$ cat src/rtl/itr_pkg.sv
// itr_pkg: shared constants, types and the digit-to-ASCII function for the
// integer_to_radix_text block. No dependencies.
package itr_pkg;

  localparam int unsigned ItrValueWidth = 64;
  localparam int unsigned InWidth       = 64;
  localparam int unsigned RadixWidth    = 6;
  localparam int unsigned CharWidth     = 8;
  localparam int unsigned DigitWidth    = 6;

  localparam logic [RadixWidth-1:0] RadixMin = 6'd2;
  localparam logic [RadixWidth-1:0] RadixMax = 6'd36;
  localparam logic [RadixWidth-1:0] RadixDec = 6'd10;
  localparam logic [RadixWidth-1:0] RadixHex = 6'd16;
  localparam logic [RadixWidth-1:0] RadixOct = 6'd8;

  localparam logic [CharWidth-1:0] ChZero  = 8'h30;
  localparam logic [CharWidth-1:0] ChUpA   = 8'h41;
  localparam logic [CharWidth-1:0] ChX     = 8'h78;
  localparam logic [CharWidth-1:0] ChMinus = 8'h2d;
  localparam logic [CharWidth-1:0] ChNul   = 8'h00;

  typedef enum logic [2:0] {
    EM_NONE,
    EM_BAD,
    EM_MINUS,
    EM_ZERO,
    EM_X,
    EM_DIGIT
  } emit_sel_e;

  typedef enum logic [2:0] {
    S_IDLE,
    S_DIV,
    S_STORE,
    S_MINUS,
    S_ZERO,
    S_X,
    S_READ,
    S_EMIT
  } itr_state_e;

  typedef struct packed {
    logic      load;
    logic      div_step;
    logic      store;
    logic      ptr_dec;
    emit_sel_e emit;
  } itr_cmd_t;

  typedef struct packed {
    logic bad_radix;
    logic step_last;
    logic quot_zero;
    logic minus;
    logic hex;
    logic oct;
    logic ptr_zero;
  } itr_status_t;

  function automatic logic [CharWidth-1:0] digit_char(input logic [DigitWidth-1:0] d);
    logic [CharWidth-1:0] ext;
    ext = {{(CharWidth-DigitWidth){1'b0}}, d};
    if (d > 6'd9) begin
      digit_char = ChUpA + ext - 8'd10;
    end else begin
      digit_char = ChZero + ext;
    end
  endfunction

endpackage

$ cat src/rtl/integer_to_radix_text.sv
// integer_to_radix_text: top level, integer to ASCII text in base 2..36.
// Depends on itr_pkg, itr_ctrl and itr_dpath.
//
// Usage: drive value_bits_i, is_signed_i and radix_i with start_i high while
// busy_o is low; the word is taken at that clock edge. Characters come out
// most significant first on text_char_o, one per cycle in which
// result_valid_o is high, with last_char_o on the final one. Base 16 leads
// with "0x", base 8 with "0", signed negative base 10 with "-".
// An invalid base gives one word (NUL, last, bad_radix_o) in the next cycle
// and busy_o stays low.
// Each digit is built in the bit-serial divider (one quotient bit per cycle)
// and written to the digit memory; then each prefix character is output,
// and each digit is read from the registered digit memory, then output.
// The receiver cannot stall: every word is shown for exactly one cycle.
// Reset clears the sequencer and the output strobe; the digit memory is not
// cleared.
module integer_to_radix_text #(
  parameter int unsigned VALUE_WIDTH = itr_pkg::ItrValueWidth
) (
  input  logic                           clk_i,
  input  logic                           rst_ni,
  input  logic                           start_i,
  output logic                           busy_o,
  input  logic [itr_pkg::InWidth-1:0]    value_bits_i,
  input  logic                           is_signed_i,
  input  logic [itr_pkg::RadixWidth-1:0] radix_i,
  output logic                           result_valid_o,
  output logic [itr_pkg::CharWidth-1:0]  text_char_o,
  output logic                           last_char_o,
  output logic                           bad_radix_o
);
  import itr_pkg::*;

  itr_cmd_t    cmd;
  itr_status_t status;

  itr_ctrl u_ctrl (
    .clk_i    (clk_i),
    .rst_ni   (rst_ni),
    .start_i  (start_i),
    .status_i (status),
    .cmd_o    (cmd),
    .busy_o   (busy_o)
  );

  itr_dpath #(
    .VALUE_WIDTH (VALUE_WIDTH)
  ) u_dpath (
    .clk_i          (clk_i),
    .rst_ni         (rst_ni),
    .value_bits_i   (value_bits_i),
    .is_signed_i    (is_signed_i),
    .radix_i        (radix_i),
    .cmd_i          (cmd),
    .status_o       (status),
    .result_valid_o (result_valid_o),
    .text_char_o    (text_char_o),
    .last_char_o    (last_char_o),
    .bad_radix_o    (bad_radix_o)
  );

endmodule

$ cat src/rtl/itr_dpath.sv
// itr_dpath: operand registers, bit-serial restoring divider, digit memory and
// registered result port. Depends on itr_pkg; driven by itr_ctrl commands.
module itr_dpath #(
  parameter int unsigned VALUE_WIDTH = itr_pkg::ItrValueWidth
) (
  input  logic                          clk_i,
  input  logic                          rst_ni,
  input  logic [itr_pkg::InWidth-1:0]   value_bits_i,
  input  logic                          is_signed_i,
  input  logic [itr_pkg::RadixWidth-1:0] radix_i,
  input  itr_pkg::itr_cmd_t             cmd_i,
  output itr_pkg::itr_status_t          status_o,
  output logic                          result_valid_o,
  output logic [itr_pkg::CharWidth-1:0] text_char_o,
  output logic                          last_char_o,
  output logic                          bad_radix_o
);
  import itr_pkg::*;

  localparam int unsigned AW = $clog2(VALUE_WIDTH);
  localparam logic [AW-1:0] StepFirst = AW'(VALUE_WIDTH - 1);

  logic [VALUE_WIDTH-1:0] quot_q, quot_d;
  logic [DigitWidth-1:0]  rem_q, rem_d;
  logic [RadixWidth-1:0]  radix_q;
  logic [AW-1:0]          step_q, step_d;
  logic [AW-1:0]          wr_idx_q, wr_idx_d;
  logic [AW-1:0]          ptr_q, ptr_d;
  logic                   minus_q, minus_d;
  logic                   hex_q, oct_q;
  logic [DigitWidth-1:0]  mem_q [VALUE_WIDTH];
  logic [DigitWidth-1:0]  rd_data_q;

  logic                   valid_q, valid_d;
  logic [CharWidth-1:0]   char_q, char_d;
  logic                   last_q, last_d;
  logic                   bad_q, bad_d;

  logic [VALUE_WIDTH-1:0] in_val;
  logic                   in_neg;
  logic [DigitWidth:0]    rem_shift;
  logic                   rem_ge;

  assign in_val    = value_bits_i[VALUE_WIDTH-1:0];
  assign in_neg    = is_signed_i && (radix_i == RadixDec) && in_val[VALUE_WIDTH-1];
  assign rem_shift = {rem_q, quot_q[VALUE_WIDTH-1]};
  assign rem_ge    = rem_shift >= {1'b0, radix_q};

  always_comb begin
    quot_d   = quot_q;
    rem_d    = rem_q;
    step_d   = step_q;
    wr_idx_d = wr_idx_q;
    ptr_d    = ptr_q;
    minus_d  = minus_q;
    if (cmd_i.load) begin
      quot_d   = in_neg ? (~in_val + 1'b1) : in_val;
      rem_d    = '0;
      step_d   = StepFirst;
      wr_idx_d = '0;
      minus_d  = in_neg;
    end
    if (cmd_i.div_step) begin
      quot_d = {quot_q[VALUE_WIDTH-2:0], rem_ge};
      rem_d  = rem_ge ? DigitWidth'(rem_shift - {1'b0, radix_q})
                      : rem_shift[DigitWidth-1:0];
      step_d = step_q - 1'b1;
    end
    if (cmd_i.store) begin
      rem_d    = '0;
      step_d   = StepFirst;
      wr_idx_d = wr_idx_q + 1'b1;
      ptr_d    = wr_idx_q;
    end
    if (cmd_i.ptr_dec) begin
      ptr_d = ptr_q - 1'b1;
    end
  end

  always_comb begin
    valid_d = 1'b1;
    char_d  = ChNul;
    last_d  = 1'b0;
    bad_d   = 1'b0;
    case (cmd_i.emit)
      EM_NONE:  valid_d = 1'b0;
      EM_BAD: begin
        last_d = 1'b1;
        bad_d  = 1'b1;
      end
      EM_MINUS: char_d = ChMinus;
      EM_ZERO:  char_d = ChZero;
      EM_X:     char_d = ChX;
      EM_DIGIT: begin
        char_d = digit_char(rd_data_q);
        last_d = (ptr_q == '0);
      end
      default:  valid_d = 1'b0;
    endcase
  end

  always_ff @(posedge clk_i or negedge rst_ni) begin
    if (!rst_ni) begin
      quot_q   <= '0;
      rem_q    <= '0;
      step_q   <= '0;
      wr_idx_q <= '0;
      ptr_q    <= '0;
      minus_q  <= 1'b0;
      valid_q  <= 1'b0;
    end else begin
      quot_q   <= quot_d;
      rem_q    <= rem_d;
      step_q   <= step_d;
      wr_idx_q <= wr_idx_d;
      ptr_q    <= ptr_d;
      minus_q  <= minus_d;
      valid_q  <= valid_d;
    end
  end

  always_ff @(posedge clk_i) begin
    if (cmd_i.load) begin
      radix_q <= radix_i;
      hex_q   <= (radix_i == RadixHex);
      oct_q   <= (radix_i == RadixOct);
    end
    char_q <= char_d;
    last_q <= last_d;
    bad_q  <= bad_d;
  end

  // digit memory: one write port, one registered read port
  always_ff @(posedge clk_i) begin
    if (cmd_i.store) begin
      mem_q[wr_idx_q] <= rem_q;
    end
    rd_data_q <= mem_q[ptr_q];
  end

  assign status_o.bad_radix = (radix_i < RadixMin) || (radix_i > RadixMax);
  assign status_o.step_last = (step_q == '0);
  assign status_o.quot_zero = (quot_q == '0);
  assign status_o.minus     = minus_q;
  assign status_o.hex       = hex_q;
  assign status_o.oct       = oct_q;
  assign status_o.ptr_zero  = (ptr_q == '0);

  assign result_valid_o = valid_q;
  assign text_char_o    = char_q;
  assign last_char_o    = last_q;
  assign bad_radix_o    = bad_q;

endmodule

$ cat src/rtl/itr_ctrl.sv
// itr_ctrl: sequencer for load, per-digit division, prefix and digit output.
// Depends on itr_pkg; talks to itr_dpath through command and status structs.
module itr_ctrl (
  input  logic                 clk_i,
  input  logic                 rst_ni,
  input  logic                 start_i,
  input  itr_pkg::itr_status_t status_i,
  output itr_pkg::itr_cmd_t    cmd_o,
  output logic                 busy_o
);
  import itr_pkg::*;

  itr_state_e state_q, state_d;

  always_ff @(posedge clk_i or negedge rst_ni) begin
    if (!rst_ni) begin
      state_q <= S_IDLE;
    end else begin
      state_q <= state_d;
    end
  end

  always_comb begin
    state_d = state_q;
    cmd_o   = '{load: 1'b0, div_step: 1'b0, store: 1'b0, ptr_dec: 1'b0, emit: EM_NONE};
    case (state_q)
      S_IDLE: begin
        if (start_i) begin
          if (status_i.bad_radix) begin
            cmd_o.emit = EM_BAD;
          end else begin
            cmd_o.load = 1'b1;
            state_d    = S_DIV;
          end
        end
      end
      S_DIV: begin
        cmd_o.div_step = 1'b1;
        if (status_i.step_last) begin
          state_d = S_STORE;
        end
      end
      S_STORE: begin
        cmd_o.store = 1'b1;
        if (!status_i.quot_zero) begin
          state_d = S_DIV;
        end else if (status_i.minus) begin
          state_d = S_MINUS;
        end else if (status_i.hex || status_i.oct) begin
          state_d = S_ZERO;
        end else begin
          state_d = S_READ;
        end
      end
      S_MINUS: begin
        cmd_o.emit = EM_MINUS;
        state_d    = S_READ;
      end
      S_ZERO: begin
        cmd_o.emit = EM_ZERO;
        state_d    = status_i.hex ? S_X : S_READ;
      end
      S_X: begin
        cmd_o.emit = EM_X;
        state_d    = S_READ;
      end
      S_READ: begin
        state_d = S_EMIT;
      end
      S_EMIT: begin
        cmd_o.emit    = EM_DIGIT;
        cmd_o.ptr_dec = 1'b1;
        state_d       = status_i.ptr_zero ? S_IDLE : S_READ;
      end
      default: begin
        state_d = S_IDLE;
      end
    endcase
  end

  assign busy_o = (state_q != S_IDLE);

endmodule

$ cat config.mk
export PLATFORM = sky130hd
export DESIGN_NAME = integer_to_radix_text
export DESIGN_NICKNAME = d
export VERILOG_FILES = /design/src/rtl/itr_pkg.sv /design/src/rtl/integer_to_radix_text.sv /design/src/rtl/itr_dpath.sv /design/src/rtl/itr_ctrl.sv
export SDC_FILE = /design/constraint.sdc
export NUM_CORES = 1
export LEC_CHECK = 0
export ABC_AREA = 0
export BUFFER_PORTS_ARGS = -buffer_cell sky130_fd_sc_hd__buf_2
export CAP_MARGIN = 40
export CORE_MARGIN = 2
export CORE_UTILIZATION = 60
export DETAILED_ROUTE_END_ITERATION = 6
export PLACE_DENSITY_LB_ADDON = 0.3
export SYNTH_ARGS = -nofsm -noshare
export SYNTH_HDL_FRONTEND = slang
export SYNTH_SLANG_ARGS = --single-unit
$ cat constraint.sdc
create_clock -name clk_i -period 3.4 [get_ports clk_i]
set_input_delay 0.17 -clock clk_i [delete_from_list [all_inputs] [get_ports clk_i]]
set_output_delay 0.17 -clock clk_i [all_outputs]
set_load 0.01 [all_outputs]
Word-level counts from Yosys, hierarchy flattened
Memories as Yosys holds them, arrays and structs flattened. A register that Yosys moved wholly into a read port is not among the register bits.
Index checks and enable logic that the tools add are counted.
{ "totals": {"romBits": 0, "ramBits": 384, "latch_bits": 0, "inputBits": 74, "word_cells": 100, "mem_count": 1, "out_inout_bits": 12, "regBits": 111} }
{ "classes": {"div": 0, "n_lt_le_gt_ge": 4, "reduce_logical": 16, "n_eq_ne": 18, "n_mux": 38, "n_addsub": 8, "mul": 0, "shift": 0, "n_bitwise": 1} }
{ "memory_table": {"columns": ["memory", "depth", "word_bits", "rd", "rd_clocked_by_memory_dff", "wr", "line", "source"], "rows": [
  ["u_dpath.mem_q", 64, 6, 1, 1, 1, "itr_dpath.sv:31", "logic [DigitWidth-1:0] mem_q [VALUE_WIDTH];"]
]} }
{ "ops": {"columns": ["cell", "n"], "rows": [
  ["$mux W64", 3],
  ["$add A64 B1 Y64 const B", 1],
  ["$logic_not A64 Y1", 1],
  ["$not A64 Y64", 1],
  ["$mux W6", 10],
  ["$pmux W8 S4", 1],
  ["$mux W3", 7],
  ["$pmux W3 S7", 1],
  ["$eq A3 B3 Y1 const B", 6],
  ["$pmux W3 S5", 1],
  ["$eq A3 B2 Y1 const B", 4],
  ["$eq A6 B4 Y1 const B", 2],
  ["$logic_not A6 Y1", 2],
  ["$sub A6 B1 Y6 const B", 2],
  ["$mux W1", 11],
  ["$add A7 B6 Y8 const A", 1],
  ["$mux W8", 1],
  ["$sub A8 B4 Y8 const B", 1],
  ["$add A6 B6 Y7 const A", 1],
  ["$ge A7 B6 Y1", 1],
  ["$add A6 B1 Y6 const B", 1],
  ["$eq A3 B1 Y1 const B", 2],
  ["$eq A6 B5 Y1 const B", 1],
  ["$gt A6 B4 Y1 const B", 1],
  ["other kinds (14)", 22]
]} }

Depth between registers and ports, before layout
{ "depth": {"depth_word": 8, "depth_mapped": 9} }

Hierarchy
A second synthesis with hierarchy kept.
{ "unflattened": {"hier_cells": 1530, "area_unflattened_um2": 22457.8} }
{ "by_module_without_submodules": {"columns": ["module", "instances", "area_per_inst_um2", "seq_area_each_um2", "cells_each"], "rows": [
  ["itr_dpath", 1, 22166.3, 14323.7, 1495],
  ["itr_ctrl", 1, 291.5, 75.1, 35]
]} }

Worst setup path before layout
Ideal clock, no wire load.
{ "synth_timing": {"path_type": "register -> register", "start": "reg u_dpath.rem_q[0]", "end": "reg u_dpath.rem_q[2]", "path_buffers": 0, "period_less_slack_ns": 2.811, "t_required_ns": 3.265, "slack_ns": 0.589, "setup_time_ns": 0.135, "stages_incl_launch_ff": 8, "t_arrival_ns": 2.677, "cell_sequence": "dfrtp_1 -> ha_1 -> nor2b_1 -> o31ai_1 -> a21oi_1 -> nor2_1 -> mux2i_1 -> o21ai_0"} }
{ "synth_between": {"elab_chain_len": 4, "word_cells_on_any_way": 5, "cone_classes": "1 x add/sub; 1 x order compare; 3 x mux"} }
{ "synth_rtl": {"columns": ["item", "line", "source"], "rows": [
  ["start: declaration", "itr_dpath.sv:24", "logic [DigitWidth-1:0] rem_q, rem_d;"],
  ["start signal: assignment", "itr_dpath.sv:113", "rem_q <= rem_d;"],
  ["$sub A6 B6 Y6 or $ge A7 B6 Y1 (tied branches)", "itr_dpath.sv:65, itr_dpath.sv:47", null],
  ["$mux W6 *", "itr_dpath.sv:65", "rem_d = rem_ge ? DigitWidth'(rem_shift - {1'b0, radix_q})"],
  ["$mux W6 *", "itr_dpath.sv:63", "if (cmd_i.div_step) begin"],
  ["$mux W6 *", "itr_dpath.sv:69", "if (cmd_i.store) begin"]
]} }
Every way passes the cells marked *; elsewhere a longest branch is shown, timed or not.
A chain may end at the register's enable or synchronous reset.

Final worst setup path
{ "layout_timing": {"start": "in radix_i[2] (netlist bit)", "end": "reg u_dpath.quot_q[63]"} }
{ "layout_between": {"elab_chain_len": 6, "word_cells_on_any_way": 13, "cone_classes": "2 x order compare; 1 x eq/ne; 6 x mux; 4 x reduce/logical"} }
{ "layout_rtl": {"columns": ["item", "line", "source"], "rows": [
  ["start: declaration", "integer_to_radix_text.sv:26", "input logic [itr_pkg::RadixWidth-1:0] radix_i,"],
  ["$lt A6 B2 Y1, or another cell as far along", "itr_dpath.sv:141", "assign status_o.bad_radix = (radix_i < RadixMin) || (radix_i > RadixMax);"],
  ["$logic_or A1 B1 Y1 or $logic_and A1 B1 Y1 (tied branches)", "itr_dpath.sv:141, itr_dpath.sv:45", null],
  ["$mux W1 or $logic_and A1 B1 Y1 (tied branches)", "itr_ctrl.sv:29, itr_dpath.sv:45", null],
  ["$mux W1 or $mux W64 (tied branches)", "itr_ctrl.sv:28, itr_dpath.sv:57", null],
  ["$mux W1 or $mux W64 (tied branches)", "itr_ctrl.sv:26, itr_dpath.sv:56", null],
  ["$reduce_bool A2 Y1 (no line) or $mux W64 (tied branches)", null, null],
  ["end signal: assignment", "itr_dpath.sv:112", "quot_q <= quot_d;"],
  ["end: declaration", "itr_dpath.sv:23", "logic [VALUE_WIDTH-1:0] quot_q, quot_d;"]
]} }
Parallel ways exist; a longest one is shown, timed or not. The select of a mux whose other input is x is not followed.

==> flow_summary_export.csv <==
group,metric,value,unit
run_status,status,"finished with violations",
run_status,violations,"design-rule violations",
drt,viasPerCell,6.75,
power,vdd.ir_drop.worst,619,uV
yosys,synth_area_leaders,"edfxtp_1, dfrtp_1, mux4_2",
timing,clock.fmax,339,MHz
grt,first_global_vias,14500,
yosys,ys.flop_type,"edfxtp_1",
timing,slew-limit-headroom,0.291,
setup_path,start_kind,"input pin",
power,seqPwrFrac,0.446,
yosys,ys_seq_elements,500,
timing,post-route-period-util,0.866,
drt,top_layer_used,"met4",
setup_path,cp.arrival,3450,ps
setup_path,cp_max_fo,58,
drt,vias,14800,
final_layout,design_area,0.0252,mm2
final_layout,num_antenna_cells,0,
clocking,clkTransAtPathRegs,60,ps
yosys,yosysWarnings,0,
floorplan,core_area,0.0363,mm2
yosys,synth.distinct_cells,64,
drt,drtPass1Iterations,7,
timing,skew,36.4,ps
yosys,synth_top_area_share,0.535,
clocking,clk-insertion-delay-late,590,ps
place,dpl.hpwl,33900,um
setup_path,reg2reg_depth,7,
clocking,clk_path_buf_depth,3,
clocking,cts_sinks,500,
drt,ant_nets,0,
yosys,syn_area_per_cell,14.3,um2
timing,finalCriticalPeriod,2950,ps
grt,grt_pass1_wl,85100,um
power,intPower,0.0131,W
yosys,synth_most_common_cell,"edfxtp_1",
final_layout,instances_no_fill,2188,
floorplan,io_pins,86,
setup_path,critical-path-top-delay-family,"buffers and inverters",
yosys,synth_edf_count,392,
place,placed_cells,2042,
final_layout,drive_above_1_share,0.180,
timing,tightest_slew,1050,ps
floorplan,dieArea,0.0382,mm2
power,power.switching,0.00648,W
setup_path,crit_path_end_kind,"register",
yosys,syn_nets,1625,
drt,routedWlPerCell,25.2,um
setup_path,startpoint,"radix_i[2]",
grt,overflow,0,
timing,setup_viol,0,
drt,totalWireLength,55100,um
yosys,async_flop_share,0.186,
floorplan,die_w,196,um
yosys,synth_seq_area_share,0.654,
final_layout,area_delta_synth_final,14.3,%
setup_path,crit_buf_inv,4,
drt,drc,1,
drt,met3_length,5300,um
setup_path,rr_endpoint,"u_dpath.quot_q[63]",
drt,wl_met1,21100,um
floorplan,fp-row-count,70,
clocking,htree_levels,2,
setup_path,critPathCapture,"u_dpath.quot_q[63]",
hold_path,hp-class,"in2reg",
yosys,synth_area,0.0220,mm2
timing,rsz0062_at_grt,"no",
place,placed_area,0.0230,mm2
timing,hold_ws,16.3,ps
job,drv_cap,0,
yosys,postSynthCellCount,1535,
clocking,cts_tree,"built",
setup_path,critical_path_required,3910,ps
setup_path,critPathMostFrequentCell,"dlygate4sd3_1",
power,power_frac_comb,0.287,
power,p_leak,8.81,nW
setup_path,max_stage_delay,570,ps
place,gp_congestion,0.936,
setup_path,critPathKind,"in2reg",
setup_path,critPathSlowestCell,"or4_1",
place,portBuffers,84,
grt,antenna_found_initial,0,
timing,hold_viol,0,
floorplan,die_h,196,um
floorplan,start_util,0.606,
setup_path,cp.depth,10,
yosys,synth_top_area_cell,"edfxtp_1",
drt,drt_iter0_markers,1604,
drt,met2WireLength,26300,um
setup_path,reg2reg_from,"u_ctrl.state_q[0]",
timing,tns,0,ps
yosys,ys_top_cells_by_count,"edfxtp_1, nor2_1, dfrtp_1, mux4_2, nand2_1",
grt,grt_max_degree,68,
clocking,cts_root_buffer,"clkbuf_16",
final_layout,final_nets,1774,
setup_path,ff2ff_setup_slack,620,ps
grt,gr-usage-all-layers,0.294,
timing,slew_viol_final,0,
power,power_density,780,mW/mm2
setup_path,crit_chain,"dlygate4sd3_1 -> buf_2 -> or2_2 -> or4_1 -> a41oi_4 -> buf_4 -> a22o_1 -> a21oi_1 -> o21ai_0 -> dlygate4sd3_1",
power,p_sw_frac,0.330,
power,pwr-share-clk,0.267,
clocking,cts_made_buffers,49,
[sequential cells by signal, summed over array words and instances, names as in the netlist]
| name | count |
|---|---|
| u_dpath.mem_q | 384 |
| u_dpath.quot_q | 64 |
| u_dpath.text_char_o | 7 |
| u_dpath.ptr_q | 6 |
| u_dpath.radix_q | 6 |
| u_dpath.rd_data_q | 6 |
| u_dpath.rem_q | 6 |
| u_dpath.step_q | 6 |
| u_dpath.wr_idx_q | 6 |
| u_ctrl.state_q | 3 |
| u_dpath.bad_radix_o | 1 |
| u_dpath.hex_q | 1 |
| u_dpath.last_char_o | 1 |
| u_dpath.minus_q | 1 |
| u_dpath.oct_q | 1 |
| u_dpath.result_valid_o | 1 |
[per-stage QoR]
| step | worst slack [ps] | util | power [W] |
|---|---|---|---|
| finish | 454 | 0.692 | 0.0196 |
| global route | 356 | 0.692 | 0.0204 |
| floorplan | 589 | - | 0.0123 |
| detailed placement | 733 | 0.633 | 0.0143 |
| CTS | 520 | 0.692 | 0.0196 |
| global placement | 668 | 0.632 | 0.0141 |
[layout make-up]
type | instances | area [um2]
Clock buffer | 67 | 1360
Clock inverter | 20 | 188
Fill cell | 2345 | 11200
Inverter | 30 | 113
Multi-Input combinational cell | 918 | 7130
Sequential cell | 500 | 14400
Tap cell | 468 | 586
Timing Repair Buffer | 185 | 1370
[power groups by stage]
stage / registers [W] / logic [W] / clock network, W
2_1_floorplan: 0.00854 / 0.00378 / 0
3_3_place_gp: 0.00879 / 0.00532 / 0
3_5_place_dp: 0.00882 / 0.00547 / 0
4_1_cts: 0.00871 / 0.00561 / 0.00527
5_1_grt: 0.00883 / 0.00608 / 0.00550
6_report: 0.00875 / 0.00563 / 0.00524
[worst register-to-register path, cell delays in order (launching register included)]
cell           delay, ps
dfrtp_1              530
nor3_1               310
nand4_1              370
nor2_2               570
buf_16               220
a21oi_1               90
o21ai_0               60
dlygate4sd3_1        570
[cells in the final DEF (no fill, tap or decap), types with 15 or more instances in the layout]
master / netlist / routed
a22oi_1: 48 / 48
nand3_1: 26 / 26
a21oi_1: 66 / 66
nor4_1: 37 / 36
nor3_1: 31 / 31
dfxtp_1: 15 / 15
a31oi_1: 15 / 15
o21ai_0: 73 / 73
nor2_1: 132 / 132
nand2_1: 77 / 77
xnor2_1: 31 / 31
edfxtp_1: 392 / 392
inv_1: 29 / 29
dlygate4sd3_1: 0 / 59
buf_4: 2 / 40
mux4_2: 84 / 84
a221oi_1: 15 / 15
clkbuf_16: 0 / 49
buf_2: 27 / 83
a22o_1: 35 / 35
nor2b_1: 17 / 17
mux2i_1: 43 / 43
dfrtp_1: 93 / 84
ha_1: 15 / 15
[logic make-up (layout without fill, tap and decap cells)]
kind of cell               Yosys count  in the layout  synth area share
xor gates and xnor gates            44             44            0.0175
buffers and inverters              117            302            0.0232
DFF                                500            500             0.654
other                                1              1          0.000170
and+or+nand+nor                    404            404            0.0909
adders and majority gates           16             16           0.00944
AOI/OAI and AO/OA                  325            325            0.0986
muxes                              128            128             0.106
[per-layer routing]
layer	up-vias	GRT usage
li1	6348	-
met1	7342	0.405
met2	930	0.469
met3	150	0.0558
met4	0	0.116
met5	-	0
[repair_timing]
| action | CTS | global route |
|---|---|---|
| resized for setup | 0 | 0 |
| setup buffers | 0 | 0 |
| endpoints found under the hold margin | 99 | 0 |
| setup endpoints to repair | 0 | 0 |
| hold buffers | 59 | 0 |
[how the worst min path moves through the flow]
stage / end / from / cells after the start / slack [ps]
2_1_floorplan: u_ctrl.state_q[0] / rst_ni / 0 / -130
3_3_place_gp: u_dpath.quot_q[19] / rst_ni / 1 / 200
3_5_place_dp: u_dpath.quot_q[19] / rst_ni / 1 / 190
4_1_cts: u_dpath.quot_q[30] / value_bits_i[30] / 3 / 0.6
5_1_grt: u_dpath.quot_q[23] / value_bits_i[23] / 3 / 30
6_report: u_dpath.quot_q[46] / value_bits_i[46] / 3 / 20
No activity file was read; power rests on OpenSTA's default activity.
